[config.mk]
export PLATFORM = sky130hd
export DESIGN_NAME = coalescing_task_queue_top_flat
export DESIGN_NICKNAME = d
export VERILOG_FILES = /design/src/rtl/ctq_pkg.sv /design/src/rtl/ctq_if.sv /design/src/rtl/coalescing_task_queue_top.sv /design/src/rtl/ctq_front.sv /design/src/rtl/ctq_back.sv /design/src/flat_wrapper.sv
export SDC_FILE = /design/constraint.sdc
export NUM_CORES = 2
export LEC_CHECK = 0
export BUFFER_PORTS_ARGS = -buffer_cell sky130_fd_sc_hd__buf_2
export CAP_MARGIN = 20
export CORE_MARGIN = 5
export CORE_UTILIZATION = 55
export CTS_CLUSTER_SIZE = 20
export DETAILED_ROUTE_END_ITERATION = 6
export PLACE_DENSITY = 0.71
export SLEW_MARGIN = 5
export SYNTH_ARGS = -nofsm -noshare
export SYNTH_HDL_FRONTEND = slang
export SYNTH_SLANG_ARGS = --single-unit
[constraint.sdc]
create_clock -name clk_i -period 7.9 [get_ports clk_i]
set_input_delay 0.395 -clock clk_i [delete_from_list [all_inputs] [get_ports clk_i]]
set_output_delay 0.395 -clock clk_i [all_outputs]
set_load 0.005 [all_outputs]
[src/rtl/ctq_pkg.sv]
package ctq_pkg;

  localparam int unsigned DEPTH = 16;
  localparam int unsigned IDX_W = $clog2(DEPTH);
  localparam int unsigned CNT_W = $clog2(DEPTH + 1);

  typedef enum logic [1:0] {
    ACT_PUSH  = 2'd0,
    ACT_POP   = 2'd1,
    ACT_CLOSE = 2'd2
  } action_e;

  typedef enum logic [2:0] {
    RULE_APPEND  = 3'd0,
    RULE_PREPEND = 3'd1,
    RULE_OWNER   = 3'd2,
    RULE_TASK    = 3'd3,
    RULE_BOTH    = 3'd4
  } rule_e;

  typedef enum logic [2:0] {
    KIND_ACCEPT     = 3'd0,
    KIND_REJ_CLOSED = 3'd1,
    KIND_REJ_FULL   = 3'd2,
    KIND_CANCEL     = 3'd3,
    KIND_POPPED     = 3'd4,
    KIND_POP_EMPTY  = 3'd5,
    KIND_CLOSE_DONE = 3'd6
  } kind_e;

  typedef enum logic [1:0] {
    OP_PUSH,
    OP_POP,
    OP_CLOSE
  } op_e;

  typedef enum logic [2:0] {
    ST_IDLE,
    ST_COUNT,
    ST_COMPACT,
    ST_CLEAR,
    ST_FINAL
  } back_state_e;

  typedef enum logic [2:0] {
    FIN_REJ_CLOSED,
    FIN_INSERT,
    FIN_ACCEPT,
    FIN_POP,
    FIN_CLOSE
  } fin_e;

  typedef struct packed {
    logic [15:0] handle;
    logic [15:0] owner;
    logic [15:0] tsk;
  } entry_t;

  typedef struct packed {
    op_e    op;
    rule_e  rule;
    logic   clear;
    entry_t ent;
  } op_t;

endpackage

[src/rtl/ctq_if.sv]
interface ctq_cmd_if;
  logic        valid;
  logic        ready;
  logic [1:0]  action;
  logic [2:0]  push_rule;
  logic [15:0] owner_id;
  logic [15:0] task_id;
  logic [15:0] task_handle;
  logic        clear_on_close;

  modport source (output valid, action, push_rule, owner_id, task_id, task_handle,
                  clear_on_close, input ready);
  modport sink (input valid, action, push_rule, owner_id, task_id, task_handle,
                clear_on_close, output ready);
endinterface

interface ctq_res_if;
  logic        valid;
  logic        ready;
  logic [2:0]  kind;
  logic [15:0] out_handle;
  logic [15:0] out_owner;
  logic [15:0] out_task;
  logic        last;
  logic        queue_closed;
  logic [4:0]  entry_count;

  modport source (output valid, kind, out_handle, out_owner, out_task, last,
                  queue_closed, entry_count, input ready);
  modport sink (input valid, kind, out_handle, out_owner, out_task, last,
                queue_closed, entry_count, output ready);
endinterface

[src/rtl/coalescing_task_queue_top.sv]
// Ordered task queue with coalescing pushes, 16 entries deep.
// Commands arrive on cmd_i as valid/ready transfers: push, pop or close.
// Results leave on res_o as valid/ready transfers; every command gives one
// or more results, the final one marked by last. Commands with action code
// 3 are taken and dropped without any result.
// A two-entry command queue decouples the intake from the execution engine,
// so commands keep being taken while results wait on a stalled receiver.
// A push with append or prepend, a pop, a push to a closed queue and a plain
// close go straight to the final state. A close with clearing first sweeps the
// entries, cancelling each. A coalescing push counts matches in one sweep over
// the entries and compacts them in a second; with no match it skips the second.
// The engine handles one command at a time and takes no new command until the
// final result of the last one has been issued.
// Reset empties the queue, clears the closed flag and drops pending results.
// When the receiver stalls, the engine holds in place and loses nothing.
module coalescing_task_queue_top
  import ctq_pkg::*;
(
  input  logic      clk_i,
  input  logic      rst_ni,
  ctq_cmd_if.sink   cmd_i,
  ctq_res_if.source res_o
);

  logic op_valid;
  logic op_take;
  op_t  op;

  ctq_front u_front (
    .clk_i      (clk_i),
    .rst_ni     (rst_ni),
    .cmd_i      (cmd_i),
    .op_valid_o (op_valid),
    .op_o       (op),
    .op_take_i  (op_take)
  );

  ctq_back u_back (
    .clk_i      (clk_i),
    .rst_ni     (rst_ni),
    .op_valid_i (op_valid),
    .op_i       (op),
    .op_take_o  (op_take),
    .res_o      (res_o)
  );

endmodule

[src/rtl/ctq_front.sv]
module ctq_front
  import ctq_pkg::*;
(
  input  logic       clk_i,
  input  logic       rst_ni,
  ctq_cmd_if.sink    cmd_i,
  output logic       op_valid_o,
  output op_t        op_o,
  input  logic       op_take_i
);

  op_t        mem_q [2];
  logic       wr_ptr_q, rd_ptr_q;
  logic [1:0] cnt_q;
  op_t        dec;
  logic       known;
  logic       push;

  always_comb begin
    dec            = '0;
    known          = 1'b1;
    dec.clear      = cmd_i.clear_on_close;
    dec.ent.handle = cmd_i.task_handle;
    dec.ent.owner  = cmd_i.owner_id;
    dec.ent.tsk    = cmd_i.task_id;
    case (cmd_i.action)
      ACT_PUSH:  dec.op = OP_PUSH;
      ACT_POP:   dec.op = OP_POP;
      ACT_CLOSE: dec.op = OP_CLOSE;
      default: begin
        dec.op = OP_POP;
        known  = 1'b0;
      end
    endcase
    case (cmd_i.push_rule)
      RULE_PREPEND: dec.rule = RULE_PREPEND;
      RULE_OWNER:   dec.rule = RULE_OWNER;
      RULE_TASK:    dec.rule = RULE_TASK;
      RULE_BOTH:    dec.rule = RULE_BOTH;
      default:      dec.rule = RULE_APPEND;
    endcase
  end

  assign cmd_i.ready = (cnt_q != 2'd2);
  assign push        = cmd_i.valid && cmd_i.ready && known;
  assign op_valid_o  = (cnt_q != 2'd0);
  assign op_o        = mem_q[rd_ptr_q];

  always_ff @(posedge clk_i or negedge rst_ni) begin
    if (!rst_ni) begin
      wr_ptr_q <= 1'b0;
      rd_ptr_q <= 1'b0;
      cnt_q    <= 2'd0;
    end else begin
      if (push) wr_ptr_q <= ~wr_ptr_q;
      if (op_take_i) rd_ptr_q <= ~rd_ptr_q;
      cnt_q <= cnt_q + 2'(push) - 2'(op_take_i);
    end
  end

  always_ff @(posedge clk_i) begin
    if (push) mem_q[wr_ptr_q] <= dec;
  end

endmodule

[src/rtl/ctq_back.sv]
module ctq_back
  import ctq_pkg::*;
(
  input  logic       clk_i,
  input  logic       rst_ni,
  input  logic       op_valid_i,
  input  op_t        op_i,
  output logic       op_take_o,
  ctq_res_if.source  res_o
);

  back_state_e state_q, state_d;
  fin_e        fin_q, fin_d;
  op_t         cmd_q, cmd_d;
  logic [CNT_W-1:0] i_q, i_d, w_q, w_d, cnt_q, cnt_d, occ_q, occ_d;
  logic        first_q, first_d;
  logic        closed_q, closed_d;
  entry_t      ent_q [DEPTH];

  logic        out_valid_q;
  kind_e       out_kind_q;
  entry_t      out_ent_q;
  logic        out_last_q, out_closed_q;
  logic [CNT_W-1:0] out_cnt_q;

  logic        slot_free;
  logic        emit;
  kind_e       e_kind;
  entry_t      e_ent;
  logic        e_last;
  logic [CNT_W-1:0] e_cnt;

  logic        wr_en, shift_up, shift_down;
  logic [IDX_W-1:0] wr_idx;
  entry_t      wr_data;

  entry_t      rd;
  logic        by_owner, by_task, match, in_range;

  assign slot_free = !out_valid_q || res_o.ready;
  assign rd        = ent_q[i_q[IDX_W-1:0]];
  assign by_owner  = (cmd_q.rule == RULE_OWNER) || (cmd_q.rule == RULE_BOTH);
  assign by_task   = (cmd_q.rule == RULE_TASK) || (cmd_q.rule == RULE_BOTH);
  assign match     = (!by_owner || rd.owner == cmd_q.ent.owner) &&
                     (!by_task || rd.tsk == cmd_q.ent.tsk);
  assign in_range  = (i_q < occ_q);

  always_comb begin
    state_d    = state_q;
    fin_d      = fin_q;
    cmd_d      = cmd_q;
    i_d        = i_q;
    w_d        = w_q;
    cnt_d      = cnt_q;
    occ_d      = occ_q;
    first_d    = first_q;
    closed_d   = closed_q;
    op_take_o  = 1'b0;
    emit       = 1'b0;
    e_kind     = KIND_ACCEPT;
    e_ent      = '0;
    e_last     = 1'b0;
    e_cnt      = occ_q;
    wr_en      = 1'b0;
    wr_idx     = w_q[IDX_W-1:0];
    wr_data    = rd;
    shift_up   = 1'b0;
    shift_down = 1'b0;
    case (state_q)
      ST_IDLE: begin
        if (op_valid_i) begin
          op_take_o = 1'b1;
          cmd_d     = op_i;
          i_d       = '0;
          cnt_d     = '0;
          case (op_i.op)
            OP_PUSH: begin
              if (closed_q) begin
                fin_d   = FIN_REJ_CLOSED;
                state_d = ST_FINAL;
              end else if (op_i.rule == RULE_OWNER || op_i.rule == RULE_TASK ||
                           op_i.rule == RULE_BOTH) begin
                state_d = ST_COUNT;
              end else begin
                fin_d   = FIN_INSERT;
                state_d = ST_FINAL;
              end
            end
            OP_POP: begin
              fin_d   = FIN_POP;
              state_d = ST_FINAL;
            end
            default: begin
              closed_d = 1'b1;
              if (op_i.clear) begin
                state_d = ST_CLEAR;
              end else begin
                fin_d   = FIN_CLOSE;
                state_d = ST_FINAL;
              end
            end
          endcase
        end
      end
      ST_COUNT: begin
        if (in_range) begin
          if (match) cnt_d = cnt_q + 1'b1;
          i_d = i_q + 1'b1;
        end else if (cnt_q != '0) begin
          i_d     = '0;
          w_d     = '0;
          first_d = 1'b0;
          state_d = ST_COMPACT;
        end else begin
          fin_d   = FIN_INSERT;
          state_d = ST_FINAL;
        end
      end
      ST_COMPACT: begin
        if (in_range) begin
          if (match) begin
            if (slot_free) begin
              emit   = 1'b1;
              e_kind = KIND_CANCEL;
              e_ent  = rd;
              e_cnt  = occ_q - cnt_q + 1'b1;
              if (!first_q) begin
                wr_en   = 1'b1;
                wr_data = cmd_q.ent;
                w_d     = w_q + 1'b1;
                first_d = 1'b1;
              end
              i_d = i_q + 1'b1;
            end
          end else begin
            wr_en = 1'b1;
            w_d   = w_q + 1'b1;
            i_d   = i_q + 1'b1;
          end
        end else begin
          occ_d   = w_q;
          fin_d   = FIN_ACCEPT;
          state_d = ST_FINAL;
        end
      end
      ST_CLEAR: begin
        if (in_range) begin
          if (slot_free) begin
            emit   = 1'b1;
            e_kind = KIND_CANCEL;
            e_ent  = rd;
            e_cnt  = '0;
            i_d    = i_q + 1'b1;
          end
        end else begin
          occ_d   = '0;
          fin_d   = FIN_CLOSE;
          state_d = ST_FINAL;
        end
      end
      ST_FINAL: begin
        if (slot_free) begin
          emit    = 1'b1;
          e_last  = 1'b1;
          state_d = ST_IDLE;
          case (fin_q)
            FIN_REJ_CLOSED: e_kind = KIND_REJ_CLOSED;
            FIN_INSERT: begin
              if (occ_q >= CNT_W'(DEPTH)) begin
                e_kind = KIND_REJ_FULL;
              end else begin
                e_kind = KIND_ACCEPT;
                if (cmd_q.rule == RULE_PREPEND) begin
                  shift_up = 1'b1;
                end else begin
                  wr_en  = 1'b1;
                  wr_idx = occ_q[IDX_W-1:0];
                end
                wr_data = cmd_q.ent;
                occ_d   = occ_q + 1'b1;
                e_cnt   = occ_q + 1'b1;
              end
            end
            FIN_ACCEPT: e_kind = KIND_ACCEPT;
            FIN_POP: begin
              if (occ_q == '0) begin
                e_kind = KIND_POP_EMPTY;
              end else begin
                e_kind     = KIND_POPPED;
                e_ent      = ent_q[0];
                shift_down = 1'b1;
                occ_d      = occ_q - 1'b1;
                e_cnt      = occ_q - 1'b1;
              end
            end
            default: e_kind = KIND_CLOSE_DONE;
          endcase
        end
      end
      default: state_d = ST_IDLE;
    endcase
  end

  always_ff @(posedge clk_i or negedge rst_ni) begin
    if (!rst_ni) begin
      state_q     <= ST_IDLE;
      occ_q       <= '0;
      closed_q    <= 1'b0;
      out_valid_q <= 1'b0;
    end else begin
      state_q  <= state_d;
      occ_q    <= occ_d;
      closed_q <= closed_d;
      if (emit) out_valid_q <= 1'b1;
      else if (res_o.ready) out_valid_q <= 1'b0;
    end
  end

  always_ff @(posedge clk_i) begin
    fin_q   <= fin_d;
    cmd_q   <= cmd_d;
    i_q     <= i_d;
    w_q     <= w_d;
    cnt_q   <= cnt_d;
    first_q <= first_d;
    if (emit) begin
      out_kind_q   <= e_kind;
      out_ent_q    <= e_ent;
      out_last_q   <= e_last;
      out_closed_q <= closed_q;
      out_cnt_q    <= e_cnt;
    end
    if (shift_down) begin
      for (int k = 0; k < DEPTH - 1; k++) ent_q[k] <= ent_q[k+1];
    end
    if (shift_up) begin
      for (int k = 1; k < DEPTH; k++) ent_q[k] <= ent_q[k-1];
      ent_q[0] <= wr_data;
    end
    if (wr_en) ent_q[wr_idx] <= wr_data;
  end

  assign res_o.valid        = out_valid_q;
  assign res_o.kind         = out_kind_q;
  assign res_o.out_handle   = out_ent_q.handle;
  assign res_o.out_owner    = out_ent_q.owner;
  assign res_o.out_task     = out_ent_q.tsk;
  assign res_o.last         = out_last_q;
  assign res_o.queue_closed = out_closed_q;
  assign res_o.entry_count  = 5'(out_cnt_q);

endmodule

[src/flat_wrapper.sv]
// flat-port wrapper written by rule: the top's interface ports become plain ports
module coalescing_task_queue_top_flat import ctq_pkg::*;
  (clk_i, rst_ni, cmd_i_valid, cmd_i_action, cmd_i_push_rule, cmd_i_owner_id, cmd_i_task_id, cmd_i_task_handle, cmd_i_clear_on_close, cmd_i_ready, res_o_valid, res_o_kind, res_o_out_handle, res_o_out_owner, res_o_out_task, res_o_last, res_o_queue_closed, res_o_entry_count, res_o_ready);
  ctq_cmd_if cmd_i_i ();
  ctq_res_if res_o_i ();
  input  logic clk_i;
  input  logic rst_ni;
  input wire logic [$bits(cmd_i_i.valid)-1:0] cmd_i_valid;
  input wire logic [$bits(cmd_i_i.action)-1:0] cmd_i_action;
  input wire logic [$bits(cmd_i_i.push_rule)-1:0] cmd_i_push_rule;
  input wire logic [$bits(cmd_i_i.owner_id)-1:0] cmd_i_owner_id;
  input wire logic [$bits(cmd_i_i.task_id)-1:0] cmd_i_task_id;
  input wire logic [$bits(cmd_i_i.task_handle)-1:0] cmd_i_task_handle;
  input wire logic [$bits(cmd_i_i.clear_on_close)-1:0] cmd_i_clear_on_close;
  output wire logic [$bits(cmd_i_i.ready)-1:0] cmd_i_ready;
  output wire logic [$bits(res_o_i.valid)-1:0] res_o_valid;
  output wire logic [$bits(res_o_i.kind)-1:0] res_o_kind;
  output wire logic [$bits(res_o_i.out_handle)-1:0] res_o_out_handle;
  output wire logic [$bits(res_o_i.out_owner)-1:0] res_o_out_owner;
  output wire logic [$bits(res_o_i.out_task)-1:0] res_o_out_task;
  output wire logic [$bits(res_o_i.last)-1:0] res_o_last;
  output wire logic [$bits(res_o_i.queue_closed)-1:0] res_o_queue_closed;
  output wire logic [$bits(res_o_i.entry_count)-1:0] res_o_entry_count;
  input wire logic [$bits(res_o_i.ready)-1:0] res_o_ready;
  assign cmd_i_i.valid = cmd_i_valid;
  assign cmd_i_i.action = cmd_i_action;
  assign cmd_i_i.push_rule = cmd_i_push_rule;
  assign cmd_i_i.owner_id = cmd_i_owner_id;
  assign cmd_i_i.task_id = cmd_i_task_id;
  assign cmd_i_i.task_handle = cmd_i_task_handle;
  assign cmd_i_i.clear_on_close = cmd_i_clear_on_close;
  assign cmd_i_ready = cmd_i_i.ready;
  assign res_o_valid = res_o_i.valid;
  assign res_o_kind = res_o_i.kind;
  assign res_o_out_handle = res_o_i.out_handle;
  assign res_o_out_owner = res_o_i.out_owner;
  assign res_o_out_task = res_o_i.out_task;
  assign res_o_last = res_o_i.last;
  assign res_o_queue_closed = res_o_i.queue_closed;
  assign res_o_entry_count = res_o_i.entry_count;
  assign res_o_i.ready = res_o_ready;
  coalescing_task_queue_top u_core (.clk_i(clk_i), .rst_ni(rst_ni), .cmd_i(cmd_i_i), .res_o(res_o_i));
endmodule
==> results.md <==
* Part of the power in the clock network at 25.1%
* Arr. time, crit path at 6.50 ns
* CTS Buffer Depth at 3
* Cells after synthesis at 3788
* Crit path launch type: register
* Root buf cell: clkbuf_16
* Pre-CTS setup slack at 1.91 ns
* WHS Endpoint: u_core.u_front.mem_q[0][49]$_DFFE_PP_
* Die width at 331 um
* Largest net degree at the start of global routing at 134
* CP Class: register to register
* H-Tree Depth at 3
* Max rail drop VDD at 0.196 mV
* DR iter-0 viols at 4205
* Hold_sp: cmd_i_push_rule[0]
* Synth Net Count at 3866
* Final worst-path cycle share at 76.8%
* Yosys cell types at 61
* RSZ-0062 raised after global routing: false
* CTS sink count at 1022
* TritonCTS clock tree: yes
* Initial DRT Pass Iterations at 6
* Min-Delay Path Class: input pin to register
* Die Height at 331 um
* Final hold violation count at 0
* Combinational group share of total power at 35.8%
* DRC viols at 0
* FF-to-FF path depth at 12
* Share of cells above drive strength 1 at 18.2%
* Nets at 3986
* Req. time, crit path at 8.33 ns
* GR Util All Layers at 30.8%
* Hold depth at 2
* Clock Latency Late Sink at 0.72 ns
* Setup Skew at 0.0372 ns
* Sw Ratio at 37.3%
* Max-cap violations at 0
* Worst R2R End: u_core.u_back.ent_q[3][10]$_DFFE_PP_
* IO Count at 118
* Cell Area, Synth at 56600 um^2
* Setup TNS at 0 ns
* Wirelength per Cell at 31.7 um
* Top area cells in the synthesized netlist: edfxtp_1 53%, mux2i_1 27%, mux4_2 7.5%, mux2_2 1.3%, buf_2 1.0%
* Starting Density at 55.5%
* Outcome: complete, no violations
* Vias at 35.9k
* Worst-margin pin slew at 1.16 ns
* Synth top area share at 53.3%
* Internal power at 13500 uW
* Final Routed Wirelength at 171000 um
* Critical Path Sink Type: register
* Global-route wire length before repair at 247000 um
* Max Clk Rate at 0.165 GHz
* Number of global-route vias before repair at 35.9k
* Clock Pin Slew Worst Setup and Hold Paths at 0.06 ns
* Die area at 109000 um^2
* Rel. slew slack at 22.7%
* Initial antenna violation count at 3
* Synthesized area per cell at 14.9 um^2
* Synth warn at 0
* Final worst slack at 1.83 ns
* Port Buffers at 117
* Vias/cell at 6.68
* Most frequent cell after synthesis: mux2i_1
* CP max FO at 43
* Final min period at 6.07 ns
* Yosys top cell by area: edfxtp_1
* Total congestion overflow at 0
* Core ar. at 102000 um^2
* Net Switching at 8030 uW
* Seq/Total Area, Yosys at 54.1%
* Pwr/cell area at 340 nW/um^2
* Routed Antenna Nets at 0
* Gp weighted congestion at 0.873
* Final setup vio count at 0
* Post-synth EDFFs at 1004
* Post-synth top flop: edfxtp_1
* Lkg Pwr at 0.0228 uW
* Sequential Power Share at 39.0%
* Fraction of registers with async set/reset at 1.37%
* #FFs+latches synth at 1022
* Num CTS Buffers at 111
* R2R setup slack at 1.83 ns
* Final Max Slew Viols at 0
* P&R area growth vs syn at 11.7%
* Postcts setup bufs at 0
* Hpwl dp at 96000 um
* Std-Cell Rows at 117
* Synth cell count leaders: 1551 x mux2i_1, 1004 x edfxtp_1, 188 x mux4_2, 145 x clkbuf_1, 124 x inv_1
[worst max path at each step]
stage | end | depth (start not counted)
floorplan | u_core.u_front.cnt_q[0]$_DFF_PN0_ | 6
global placement | u_core.u_back.ent_q[0][25]$_DFFE_PP_ | 12
detailed placement | u_core.u_back.res_o.out_handle[7]$_DFFE_PP_ | 12
CTS | u_core.u_back.res_o.out_handle[5]$_DFFE_PP_ | 12
global route | u_core.u_back.ent_q[1][25]$_DFFE_PP_ | 12
finish | u_core.u_back.ent_q[3][10]$_DFFE_PP_ | 12
[metal layers]
layer	share of wire [%]	track usage, %	wire (um)	vias to the layer above
met1	40	41.6	67800	18509
met5	0.015	0	25	-
met4	4.3	11.6	7330	4
met3	8.3	6.20	14200	391
met2	48	49.8	81300	1846
li1	-	-	-	15138
[logic make-up (layout without fill, tap and decap cells)]
| family | count (synthesis) | after routing | share of synthesized area (%) |
|---|---|---|---|
| AO/OA/AOI/OAI | 236 | 236 | 3.17 |
| XOR/XNOR | 56 | 56 | 0.867 |
| adder cells (fa/ha/maj) | 20 | 20 | 0.456 |
| buffers and inverters | 426 | 642 | 3.29 |
| flip-flops | 1022 | 1022 | 54.1 |
| multiplexers | 1804 | 1804 | 36.2 |
| other | 0 | 4 | 0 |
| AND/OR/NAND/NOR | 224 | 224 | 1.92 |
[layout by cell type (no fill, tap or decap), types with 56 or more instances in the layout]
cell type / count
buf_2: 117
mux2_2: 65
inv_1: 124
nor2_1: 56
nand2_1: 56
mux2i_1: 1551
clkbuf_16: 114
mux4_2: 188
buf_4: 133
edfxtp_1: 1004
[power groups by stage]
stage	Combinational, uW	Clock (uW)	Sequential, uW
after global routing	8140	5680	8480
after floorplan	5220	0	7900
after global placement	7480	0	8470
after detailed placement	7540	0	8470
after CTS	7610	5450	8380
final	7710	5410	8400
[flip-flops by register name, summed over array words and instances, names as in the netlist, 2 cells and up, named ones only]
register and cells:
u_core.u_back.res_o.entry_count 5, u_core.u_back.ent_q 768, u_core.u_back.res_o.out_owner 16, u_core.u_back.state_q 3, u_core.u_back.w_q 5, u_core.u_front.cnt_q 2, u_core.u_back.res_o.kind 3, u_core.u_back.res_o.out_task 16
u_core.u_back.cmd_q 51, u_core.u_front.mem_q 108, u_core.u_back.occ_q 5, u_core.u_back.fin_q 3, u_core.u_back.cnt_q 5, u_core.u_back.i_q 5, u_core.u_back.res_o.out_handle 16
[per-stage QoR]
step	total power (uW)	hold WS [ns]	cells	cell area (um^2)	util (%)
after floorplan	13100	0.0994	3788	56600	-
after global placement	15900	0.324	5109	58900	57.8
after detailed placement	16000	0.327	5109	58900	57.8
after CTS	21400	0.0255	5372	63200	62.0
after global routing	22300	0.0733	5372	63200	62.0
final	21500	0.0701	5376	63200	62.0
[what timing repair did]
action / CTS / global route
setup endpoints to repair: 0 / 0
hold endpoints to repair: 122 / 0
hold buffers: 54 / 0
resized for setup: 0 / 0
[area by class of cell]
| cell class | count | area [um^2] |
|---|---|---|
| Clock buffer | 137 | 2970 |
| Timing Repair Buffer | 309 | 2220 |
| Fill cell | 7720 | 38700 |
| Antenna cell | 4 | 10.0 |
| Sequential cell | 1022 | 30600 |
| Multi-Input combinational cell | 2340 | 24500 |
| Inverter | 124 | 465 |
| Clock inverter | 72 | 746 |
| Tap cell | 1368 | 1710 |
[critical path: stages (launching register included)]
cell and delay (ns):
dfxtp_4 0.98, buf_12 0.38, mux4_2 0.57, mux2i_1 0.18, xor2_1 0.24, nand2_1 0.08
nor4_1 0.27, o21ai_1 0.23, o31ai_2 0.68, a41o_4 0.88, mux2i_1 0.77, buf_4 0.31
mux2i_1 0.11
Note: power is estimated with default switching activity, not from simulation.
